## src/cdg_pkg.sv

```systemverilog
`timescale 1ns / 1ps
`default_nettype none
// Shared widths, payload types and register codes of the 3D gradient block.
package cdg_pkg;

  localparam int SAMPLE_W    = 24;
  localparam int DIFF_W      = 25;
  localparam int SLOPE_W     = 32;
  localparam int COEF_W      = 32;
  localparam int PROD_W      = 58;
  localparam int ROUND_SHIFT = 16;
  localparam int PLANE_W     = 12;
  localparam int NX_W        = 13;
  localparam int SIZE_YZ_W   = 7;
  localparam int NX_MAX      = 4096;
  localparam int SIZE_MIN    = 3;
  localparam int CFG_INDEX_W = 8;
  localparam int CFG_DATA_W  = 32;
  localparam int QUEUE_DEPTH = 4;
  localparam int QPTR_W      = $clog2(QUEUE_DEPTH);
  localparam int QCNT_W      = $clog2(QUEUE_DEPTH + 1);

  typedef enum logic [CFG_INDEX_W-1:0] {
    REG_SIZE_X          = 8'd0,
    REG_SIZE_Y          = 8'd1,
    REG_SIZE_Z          = 8'd2,
    REG_INV_TWO_SPACING = 8'd3
  } cfg_reg_t;

  typedef logic signed [SAMPLE_W-1:0] sample_t;
  typedef logic signed [DIFF_W-1:0]   diff_t;
  typedef logic signed [SLOPE_W-1:0]  slope_t;

  typedef struct packed {
    diff_t dx;
    diff_t dy;
    diff_t dz;
    logic  final_node;
  } diff_set_t;

  function automatic logic [15:0] clamp_size(input logic [15:0] v, input logic [15:0] hi);
    logic [15:0] r;
    if (v < 16'(SIZE_MIN)) begin
      r = 16'(SIZE_MIN);
    end else if (v > hi) begin
      r = hi;
    end else begin
      r = v;
    end
    return r;
  endfunction

endpackage
`default_nettype wire

```

## src/cdg_queue.sv

```systemverilog
`timescale 1ns / 1ps
`default_nettype none
// Short queue of difference sets between the front and back ends.
module cdg_queue (
  input  wire logic               clk,
  input  wire logic               rst,
  input  wire logic               in_valid,
  output logic                    in_stall,
  input  wire cdg_pkg::diff_set_t in_set,
  output logic                    out_valid,
  input  wire logic               out_stall,
  output cdg_pkg::diff_set_t      out_set
);
  import cdg_pkg::*;

  diff_set_t          slots [QUEUE_DEPTH];
  logic [QPTR_W-1:0]  wr_ptr, rd_ptr;
  logic [QCNT_W-1:0]  fill;
  logic               push, pop;

  assign in_stall  = (fill == QCNT_W'(QUEUE_DEPTH));
  assign out_valid = (fill != '0);
  assign out_set   = slots[rd_ptr];
  assign push      = in_valid && !in_stall;
  assign pop       = out_valid && !out_stall;

  always_ff @(posedge clk) begin
    if (push) begin
      slots[wr_ptr] <= in_set;
    end
  end

  always_ff @(posedge clk) begin
    if (rst) begin
      wr_ptr <= '0;
      rd_ptr <= '0;
      fill   <= '0;
    end else begin
      if (push) begin
        wr_ptr <= wr_ptr + QPTR_W'(1);
      end
      if (pop) begin
        rd_ptr <= rd_ptr + QPTR_W'(1);
      end
      case ({push, pop})
        2'b10:   fill <= fill + QCNT_W'(1);
        2'b01:   fill <= fill - QCNT_W'(1);
        default: fill <= fill;
      endcase
    end
  end

endmodule
`default_nettype wire

```

## config.mk

```make
export PLATFORM = sky130hd
export DESIGN_NAME = cdg_queue
export DESIGN_NICKNAME = d
export VERILOG_FILES = /design/src/cdg_pkg.sv /design/src/cdg_queue.sv
export SDC_FILE = /design/constraint.sdc
export NUM_CORES = 1
export LEC_CHECK = 0
export BUFFER_PORTS_ARGS = -buffer_cell sky130_fd_sc_hd__buf_2
export CAP_MARGIN = 10
export CORE_MARGIN = 8
export CORE_UTILIZATION = 35
export CTS_BUF_LIST = sky130_fd_sc_hd__clkbuf_16
export CTS_CLUSTER_DIAMETER = 150
export DETAILED_ROUTE_END_ITERATION = 12
export HOLD_SLACK_MARGIN = 0.15
export PLACE_DENSITY_LB_ADDON = 0.12
export SKIP_LAST_GASP = 1
export SLEW_MARGIN = 20
export SYNTH_ARGS = -nofsm -noshare
export SYNTH_HDL_FRONTEND = slang
export SYNTH_SLANG_ARGS = --single-unit
```

## constraint.sdc

```tcl
create_clock -name clk -period 9.1 [get_ports clk]
set_input_delay 1.82 -clock clk [delete_from_list [all_inputs] [get_ports clk]]
set_output_delay 1.82 -clock clk [all_outputs]
set_load 0.01 [all_outputs]
```

==> reports/results.ini, run 1 <==
[min_path]
hp-start=fill[2]
hold_depth=2
hp-class=reg2reg
hold_end=fill[2]

[clock_network]
htreeDepth=2
clk_latency_ns=0.50
clkSinkCount=313
clock-root-buffer=clkbuf_16
clock_path_buffers=3
cts_hold_buf=0
cts_setup_buffers=0
post_cts_resized=0
numCtsBuffers=35
cts_tree=built
clkTransAtPathRegs_ns=0.06

[detailed_routing]
viasPerCell=4.72
wl_met2_um=11500
drt_iter0_markers=185
vias=5201
postRouteAntennaNets=0
wl_met1_um=10400
firstDrtPassIters=5
wl_per_cell_um=21.6
route.met3.wl_um=1420
top_layer=met5
drt-total-wl_um=23800
drc=0

[setup_path]
worstPathRequired_ns=7.28
critPathMaxFanout=45
reg2regPathDepth=4
arrival_ns=3.02
reg2reg_from=fill[2]
critPathLaunchType=register
reg2reg_slack_ns=6.55
path_class=reg2out
r2r_end=slots[2][3]
worst_setup_path_end_kind=output port

[timing]
setup_violations=0
worstMarginPinSlew_ns=0.969
fmax_ghz=0.207
fin_tns_setup_ns=0
fin_crit_ns=4.84
drv_slew=0
rsz0062_at_grt=false
finalHoldViolations=0
finalCritPeriodShare_pct=53.2
slew_headroom_pct=35.4
fin_worst_skew_ns=0.0187

[grt]
gr-total-overflow=0
grt_usage_pct=12.2
first_global_vias=5853
antenna_found_initial=4
grt_pass1_wl_um=35700
grt_max_degree=54

[placement]
dpl.hpwl_um=14000
dp.cells=1039
io_buffers=157
gp_congestion=0.662

[floorplanning]
rows=66
die-area_mm2=0.0389
io_pins=158
fp.coreArea_mm2=0.0325
fp.dieW_um=197
dieHeight_um=197
initial_core_util_pct=35.4

[synth]
synth_nets=538
netlist_area_mm2=0.0115
yosysSeqAreaShare_pct=81.0
postSynthCellCount=452
ys_warn_count=0
ys_seq_elements=313
syn_avg_cell_area_um2=25.4
synth.distinct_cells=24

[layout]
syn2layout_area_growth_pct=20.2
layout.cells.non_filler=1103
n_fill_cell=2875
drive_gt1_share_pct=44.5
nets=720

[power]
ir_drop_uv=147
p_per_area_mw_per_mm2=275
p_leak_nw=4.61
finalPower_mw=3.81

[flow_run]
cap_violations=0

[run_status]
outcome=completed

## cell usage in the layout, fill, tap and decap left out, drive strengths merged, types with 2 or more instances in the layout
master and n:
a21oi 5, and2 4, buf 163, bufinv 3
clkbuf 35, clkinv 9, clkinvlp 2, dfxtp 9
diode 2, edfxtp 304, ha 5, inv 21
mux4 76, nand2b 2, nor2 6, nor3b 2
o21ai 3, or3 3, xor2 2
## cell usage after synthesis (all sizes together)
library cell / n / area [um2]
nand2b: 2 / 12.5
nor2b: 1 / 6.26
nor2: 6 / 22.5
ha: 5 / 62.6
or3: 3 / 18.8
clkbuf: 1 / 3.75
o21ai: 3 / 15.0
nor3: 1 / 5.00
dfxtp: 9 / 180
fa: 1 / 20.0
edfxtp: 304 / 9130
mux4: 76 / 1710
buf: 17 / 170
inv: 8 / 30.0
nor3b: 2 / 15.0
and2: 4 / 25.0
a21oi: 5 / 25.0
xor2: 2 / 17.5
mux2: 1 / 11.3
mux2i: 1 / 10.0
## routing by layer
layer / up-vias / track usage [%]
li1: 2290 / -
met1: 2726 / 15.6
met2: 131 / 19.9
met3: 48 / 3.90
met4: 6 / 3.12
met5: - / 0
## critical path, cell delays in order (launching register included)
cell and delay (ns):
dfxtp_4 0.78, buf_4 0.84, mux4_2 0.63, buf_2 0.16
## stage by stage
step / setup WS (ns) / hold WS [ns] / utilization [%] / instance area (um2)
3_5_place_dp: 4.62 / 0.511 / 39.2 / 12700
2_1_floorplan: 4.73 / 0.466 / - / 11500
3_3_place_gp: 4.64 / 0.477 / 39.2 / 12700
4_1_cts: 4.06 / 0.519 / 42.6 / 13800
5_1_grt: 3.94 / 0.537 / 42.6 / 13800
6_report: 4.26 / 0.513 / 42.6 / 13800
## power breakdown
| part | internal [mW] | leakage [nW] | total, mW | switching, mW |
|---|---|---|---|---|
| sequential | 1.72 | 2.86 | 1.79 | 0.0681 |
| clock | 0.789 | 0.561 | 1.33 | 0.539 |
| combinational | 0.329 | 1.19 | 0.688 | 0.359 |
## final cells by class
cell class / instances / area [um2] / area share (%)
Tap cell: 442 / 553 / 4.00
Clock inverter: 27 / 215 / 1.56
Sequential cell: 313 / 9320 / 67.4
Multi-Input combinational cell: 113 / 1990 / 14.4
Antenna cell: 2 / 5.00 / 0.0362
Timing Repair Buffer: 163 / 831 / 6.01
Inverter: 8 / 30.0 / 0.217
Clock buffer: 35 / 876 / 6.34
## flip-flops by register name, indices dropped and copies added, names as in the netlist, named ones only
register	cells
slots	304
fill	3
rd_ptr	2
wr_ptr	2
## how the worst max path moves through the flow
stage / endpoint / slack (ns)
after global placement: out_set[63] / 4.64
after floorplan: slots[0][0] / 4.73
after CTS: out_set[63] / 4.06
final: out_set[63] / 4.26
after global routing: out_set[63] / 3.94
after detailed placement: out_set[63] / 4.62
## cells by family after synthesis
group                      after synthesis  synth area share (%)
muxes                                   78                  15.1
adders and majority gates                6                 0.719
buffers and inverters                   26                  1.77
xor gates and xnor gates                 2                 0.152
DFF                                    313                  81.0
and+or+nand+nor                         19                 0.915
AOI/OAI and AO/OA                        8                 0.348
Note: power is estimated with default switching activity, not from simulation.
==> inputs of run 2 (changes only) <==
==> constraint.sdc (replaced) <==
create_clock -name clk -period 4.4 [get_ports clk]
set_input_delay 0.88 -clock clk [delete_from_list [all_inputs] [get_ports clk]]
set_output_delay 0.88 -clock clk [all_outputs]
set_load 0.01 [all_outputs]
==> run 2 against run 1 <==
Against the previous run:
- non-clock buffer count grew 2
- total power rose by 100%
- sequential share of layout area is 0.22 points lower
- via count decreased by 0.85%
- core utilization up 0.14 points
- clock-buffer cell count is 2 higher
- clock power is 98% higher
- hold slack better by 0.0034 ns
- register-to-register slack lost 4.5 ns
- worst setup slack lost 3.1 ns
- global-route usage fell by 0.32 points
- first-iteration DRC count grew 17%
==> reports/results.ini, run 2 (synthesized netlist as in run 1, its figures left out) <==
[run_status]
outcome=completed

[setup_path]
critPathMaxFanout=33  ; -27%
arrival_ns=2.40  ; -0.62 ns
worstPathRequired_ns=3.52  ; -3.76 ns
reg2reg_from=fill[2]
path_class=reg2out
r2r_end=fill[2]
reg2reg_slack_ns=2.02  ; -4.53 ns
critPathLaunchType=register
worst_setup_path_end_kind=output port
reg2regPathDepth=9  ; +5

[detailed_routing]
wl_per_cell_um=20.9  ; -3.1%
viasPerCell=4.69  ; -0.49%
vias=5157  ; -0.85%
drt_iter0_markers=217  ; +17%
postRouteAntennaNets=0  ; unchanged
drt-total-wl_um=23000  ; -3.4%
firstDrtPassIters=5  ; unchanged
drc=0  ; unchanged

[timing]
fin_crit_ns=3.28
drv_slew=0  ; unchanged
fmax_ghz=0.305
fin_hold_ws_ns=0.517  ; +0.00342 ns
rsz0062_at_grt=false
slew_headroom_pct=51.1  ; +16 points
fin_ws_ns=1.12  ; -3.14 ns
finalCritPeriodShare_pct=74.6
fin_worst_skew_ns=0.00512  ; -0.0136 ns
setup_violations=0  ; unchanged
worstMarginPinSlew_ns=0.734  ; -0.235 ns
fin_tns_setup_ns=0  ; unchanged
finalHoldViolations=0  ; unchanged

[floorplanning]
initial_core_util_pct=35.4  ; unchanged
die-area_mm2=0.0389  ; unchanged
dieHeight_um=197  ; unchanged
fp.dieW_um=197  ; unchanged
rows=66  ; unchanged
fp.coreArea_mm2=0.0325  ; unchanged
io_pins=158  ; unchanged

[clock_network]
clkSinkCount=313  ; unchanged
clkTransAtPathRegs_ns=0.05  ; about the same
numCtsBuffers=35  ; unchanged
cts_tree=built
htreeDepth=2  ; unchanged
post_cts_resized=0  ; unchanged
clk_latency_ns=0.49  ; about the same
cts_setup_buffers=0  ; unchanged
cts_hold_buf=0  ; unchanged
clock-root-buffer=clkbuf_16
clock_path_buffers=3  ; unchanged

[grt]
grt_pass1_wl_um=35200  ; -1.4%
gr-total-overflow=0  ; unchanged
first_global_vias=5844  ; -0.15%
grt_usage_pct=11.9  ; -0.32 points
antenna_found_initial=1  ; -3
grt_max_degree=54  ; unchanged

[power]
swShare_pct=25.0  ; -0.35 points
p_seq_share_pct=47.6  ; +0.6 points
p_leak_nw=4.62  ; about the same
ir_drop_uv=295  ; +100%
switchingPower_mw=1.95  ; +100%
p_clk_share_pct=33.8  ; -1.1 points
pwr-share-comb_pct=18.6  ; +0.5 points
p_per_area_mw_per_mm2=562  ; +100%
internal_power_mw=5.84  ; +110%
finalPower_mw=7.79  ; +100%

[layout]
syn2layout_area_growth_pct=20.6
reg_top3=slots (304), fill (3)
layout_commonest_cell=edfxtp_1
largest_reg_flops=304  ; unchanged
finish.instance_area_mm2=0.0139  ; +0.33%
layout.cells.non_filler=1099  ; -0.36%
top_register=slots
final_cell_mix=304 x edfxtp_1, 157 x buf_2, 76 x mux4_2
nets=722  ; +0.28%
post-route-util_pct=42.7  ; +0.14 points
drive_gt1_share_pct=44.8  ; +0.36 points

[min_path]
hp-class=reg2reg
hold_depth=2  ; unchanged
hp-start=rd_ptr[0]

[placement]
gp_congestion=0.665  ; +0.39%
dpl.hpwl_um=14100  ; +0.53%
place_area_mm2=0.0128  ; +0.71%
dp_slack_ns=1.52  ; -3.10 ns
dp.cells=1041  ; +0.19%
io_buffers=157  ; unchanged

[flow_run]
cap_violations=0  ; unchanged

-- run 2: cell count changes in the layout (fill, tap and decap cells not counted), sizes merged --
cell / change
buf: +2
bufinv: -2
clkbuf: +2
clkinv: +6
clkinvlp: -2
diode: -1
inv: -9
-- run 2: cell type report --
class	instances	area (um2)
clock inverters	20	123
fillers	2874	18600
flip-flops and latches	313	9320
repair buffers	165	921
inverters	8	30.0
multi-input cells	113	1990
diodes	1	2.50
clock buffers	37	926
well taps	442	553
-- run 2: power by group through the flow --
stage	Sequential (mW)	Clock, mW	Combinational (mW)
6_report	3.71	2.63	1.45
5_1_grt	3.74	2.83	1.58
4_1_cts	3.72	2.73	1.51
3_5_place_dp	3.78	0	1.50
3_3_place_gp	3.76	0	1.49
2_1_floorplan	3.68	0	1.05
-- run 2: worst max-delay path, stage by stage (launching register included) --
cell and delay, ns:
dfxtp_4 0.82, buf_4 0.37, mux4_2 0.53, buf_2 0.16
-- run 2: worst max path at each step --
stage                         from          end  slack (ns)  cells after the start
after CTS                 register  out_set[36]        0.97                      3
final                     register  out_set[36]        1.12                      3
after global routing      register  out_set[48]        0.89                      3
after floorplan           in_valid  slots[0][0]        0.97                      3
after global placement    register  out_set[64]        1.53                      3
after detailed placement  register  out_set[36]        1.52                      3
-- run 2: layer usage --
layer | wire (um) | GRT usage (%) | vias up
li1 | - | - | 2291
met1 | 10200 | 15.8 | 2697
met2 | 11100 | 19.3 | 132
met3 | 1220 | 3.05 | 35
met4 | 416 | 3.15 | 2
met5 | 8 | 0 | -
==> inputs of run 3 (changes only) <==
--- a/config.mk
+++ b/config.mk
@@ -5,6 +5,7 @@
 export SDC_FILE = /design/constraint.sdc
 export NUM_CORES = 1
 export LEC_CHECK = 0
+export ABC_AREA = 1
 export BUFFER_PORTS_ARGS = -buffer_cell sky130_fd_sc_hd__buf_2
 export CAP_MARGIN = 10
 export CORE_MARGIN = 8
==> constraint.sdc (replaced) <==
create_clock -name clk -period 2.7 [get_ports clk]
set_input_delay 0.54 -clock clk [delete_from_list [all_inputs] [get_ports clk]]
set_output_delay 0.54 -clock clk [all_outputs]
set_load 0.01 [all_outputs]
==> run 3 against run 2 <==
Against the previous run:
- register-to-register slack got worse by 1.5 ns
- clock power increased by 64%
- total power increased by 72%
- highest routed layer unchanged
- combinational power increased by 110%
- via count increased by 36%
==> reports/results.ini, run 3 <==
[run_status]
outcome=completed

[floorplanning]
fp.coreArea_mm2=0.0335  ; +3.3%
fp.dieW_um=200  ; +1.6%
io_pins=158  ; unchanged
die-area_mm2=0.0401  ; +3.2%
rows=67  ; +1.5%
dieHeight_um=200  ; +1.6%
initial_core_util_pct=35.4  ; +0.040 points

[clock_network]
cts_hold_buf=0  ; unchanged
numCtsBuffers=35  ; unchanged
clk_latency_ns=0.50  ; about the same
clock-root-buffer=clkbuf_16
clkSinkCount=313  ; unchanged
cts_tree=built
clock_path_buffers=3  ; unchanged
clkTransAtPathRegs_ns=0.06  ; about the same
htreeDepth=2  ; unchanged

[layout]
regArea_mm2=0.00931  ; about the same
syn2layout_area_growth_pct=19.9
top_register=slots
nets=1055  ; +46%
reg_top3=slots (304), fill (3)
diodes=0  ; -1
largest_reg_flops=304  ; unchanged
final_cell_mix=304 x edfxtp_1, 157 x buf_2, 150 x o21ai_0
multi_input_area_mm2=0.00215  ; +8.4%
n_fill_cell=3167  ; +10%
post-route-util_pct=42.5  ; -0.21 points
layout_commonest_cell=edfxtp_1
drive_gt1_share_pct=25.2  ; -20 points
finish.instance_area_mm2=0.0142  ; +2.8%

[detailed_routing]
drt-total-wl_um=28700  ; +25%
viasPerCell=4.88  ; +3.9%
drc=0  ; unchanged
firstDrtPassIters=4  ; -1
vias=7022  ; +36%
postRouteAntennaNets=0  ; unchanged
wl_per_cell_um=19.9  ; -4.8%
drt_iter0_markers=296  ; +36%

[synth]
synth_mux_area_share_pct=0  ; -15 points
ys_seq_elements=313  ; unchanged
synth_nets=890  ; +65%
ys_warn_count=0  ; unchanged
synth_top_family_by_area=compound AO/OA/AOI/OAI gates
yosysSeqAreaShare_pct=78.3  ; -2.7 points
synth_xor_area_share_pct=0  ; -0.15 points
netlist_area_mm2=0.0119  ; +3.4%
synth_top_cell_by_area=edfxtp_1
synth-adder-area-share_pct=0.695  ; -0.024 points
synth_compound_area_share_pct=11.1  ; +11 points
syn_avg_cell_area_um2=14.8  ; -42%
ys.flop_type=edfxtp_1
synthDominantCellAreaShare_pct=76.8  ; -2.6 points
yosysMostFrequentCell=edfxtp_1
async_flop_share_pct=0  ; unchanged
synth_edf_count=304  ; unchanged
ys_top_cells_by_area=edfxtp_1 77%, o21ai_0 6.3%, nor2_1 4.6%
synthTopCellsByCount=304 x edfxtp_1, 150 x o21ai_0, 147 x nor2_1, 71 x o22ai_1, 17 x inv_1
postSynthCellCount=804  ; +78%
synth.distinct_cells=26  ; +8.3%
yosys.area_share.simple_pct=6.13  ; +5.2 points

[timing]
rsz0062_at_grt=true
drv_slew=0  ; unchanged
slew_headroom_pct=66.8  ; +16 points
worstMarginPinSlew_ns=0.498  ; -0.236 ns
fmax_ghz=0.392
finalCritPeriodShare_pct=94.5
setup_violations=0  ; unchanged
finalHoldViolations=0  ; unchanged
fin_worst_skew_ns=0.00775  ; +0.00263 ns
fin_hold_ws_ns=0.249  ; -0.268 ns
fin_tns_setup_ns=0  ; unchanged
fin_crit_ns=2.55

[power]
p_leak_nw=4.99  ; +8.1%
switchingPower_mw=3.96  ; +100%
ir_drop_uv=451  ; +53%
swShare_pct=29.6  ; +4.6 points
p_per_area_mw_per_mm2=938  ; +67%
internal_power_mw=9.40  ; +61%
pwr-share-comb_pct=23.1  ; +4.5 points
p_clk_share_pct=32.3  ; -1.5 points
p_seq_share_pct=44.6  ; -3.0 points

[setup_path]
worst_setup_path_end_kind=output port
arrival_ns=2.01  ; -0.39 ns
critPathLaunchType=register
slowest_stage=dfxtp_4
worstPathRequired_ns=2.16  ; -1.36 ns
path_class=reg2out
critPathMaxFanout=50  ; +52%
path_cells=buf_12 -> o21ai_0 -> o22ai_1 -> buf_2
reg2reg_slack_ns=0.56  ; -1.46 ns
slowest_delay_ns=0.57  ; -0.25 ns

[grt]
gr-total-overflow=0  ; unchanged
antenna_found_initial=4  ; +3
grt_max_degree=83  ; +54%
grt_usage_pct=13.7  ; +1.8 points
first_global_vias=7224  ; +24%
grt_pass1_wl_um=43500  ; +23%

[placement]
gp_congestion=0.705  ; +6.1%
place_area_mm2=0.0132  ; +2.7%
io_buffers=157  ; unchanged
dpl.hpwl_um=15900  ; +13%

[min_path]
hp-class=in2reg

[flow_run]
cap_violations=0  ; unchanged

==> run 3: kinds of logic (layout without fill, tap and decap cells) <==
logic type,Yosys count,in the layout
compound gates,237,237
fa+ha+maj,6,6
buf+inv,68,256
flops,313,313
simple gates,180,180
==> run 3: final cells by class <==
type,count,area share (%)
sequential,313,65.4
multi-input combinational,423,15.1
timing repair buffer,177,7.62
clock buffer,37,6.50
tap,448,3.93
clock inverter,23,0.843
inverter,19,0.615
==> run 3: through the flow <==
step                      setup slack [ns]  cells  power (mW)
final                                0.147   1440        13.4
after global routing              -0.00697   1440        14.1
after CTS                           0.0300   1438        13.5
after detailed placement             0.541   1378        9.15
after global placement               0.571   1378        9.14
after floorplan                     -0.460    804        7.94
==> run 3: path summary, 6_finish.rpt <==
path / cells past startpoint / startpoint / end
worst min register to register: 2 / rd_ptr[0] / rd_ptr[0]
worst min-delay path: 1 / in_set[72] / slots[3][72]
worst max-delay path: 4 / register / out_set[68]
worst max register to register: 12 / fill[0] / fill[2]
==> run 3: critical path, delay by kind of cell, from the launching register on <==
family          cells  cell delay (ns)
flops               1             0.57
buf+inv             2             0.48
compound gates      2             0.45
==> run 3: power groups by stage <==
| stage | Sequential [mW] | Combinational, mW | Clock (mW) |
|---|---|---|---|
| 6_report | 5.96 | 3.08 | 4.32 |
| 5_1_grt | 6.00 | 3.45 | 4.64 |
| 4_1_cts | 5.95 | 3.10 | 4.46 |
| 3_5_place_dp | 6.05 | 3.09 | 0 |
| 3_3_place_gp | 6.05 | 3.09 | 0 |
| 2_1_floorplan | 6.02 | 1.92 | 0 |
==> run 3: what timing repair did <==
action                     in CTS  in global routing
resized for setup               0                  3
setup endpoints to repair       0                 15
buffers inserted                0                  1
==> run 3: layer usage <==
metal / track usage (%) / vias to the layer above / share of wire [%]
li1: - / 3347 / -
met1: 17.9 / 3458 / 45
met2: 22.3 / 161 / 47
met3: 3.70 / 48 / 5.6
met4: 3.26 / 8 / 1.7
met5: 0 / - / 0.16
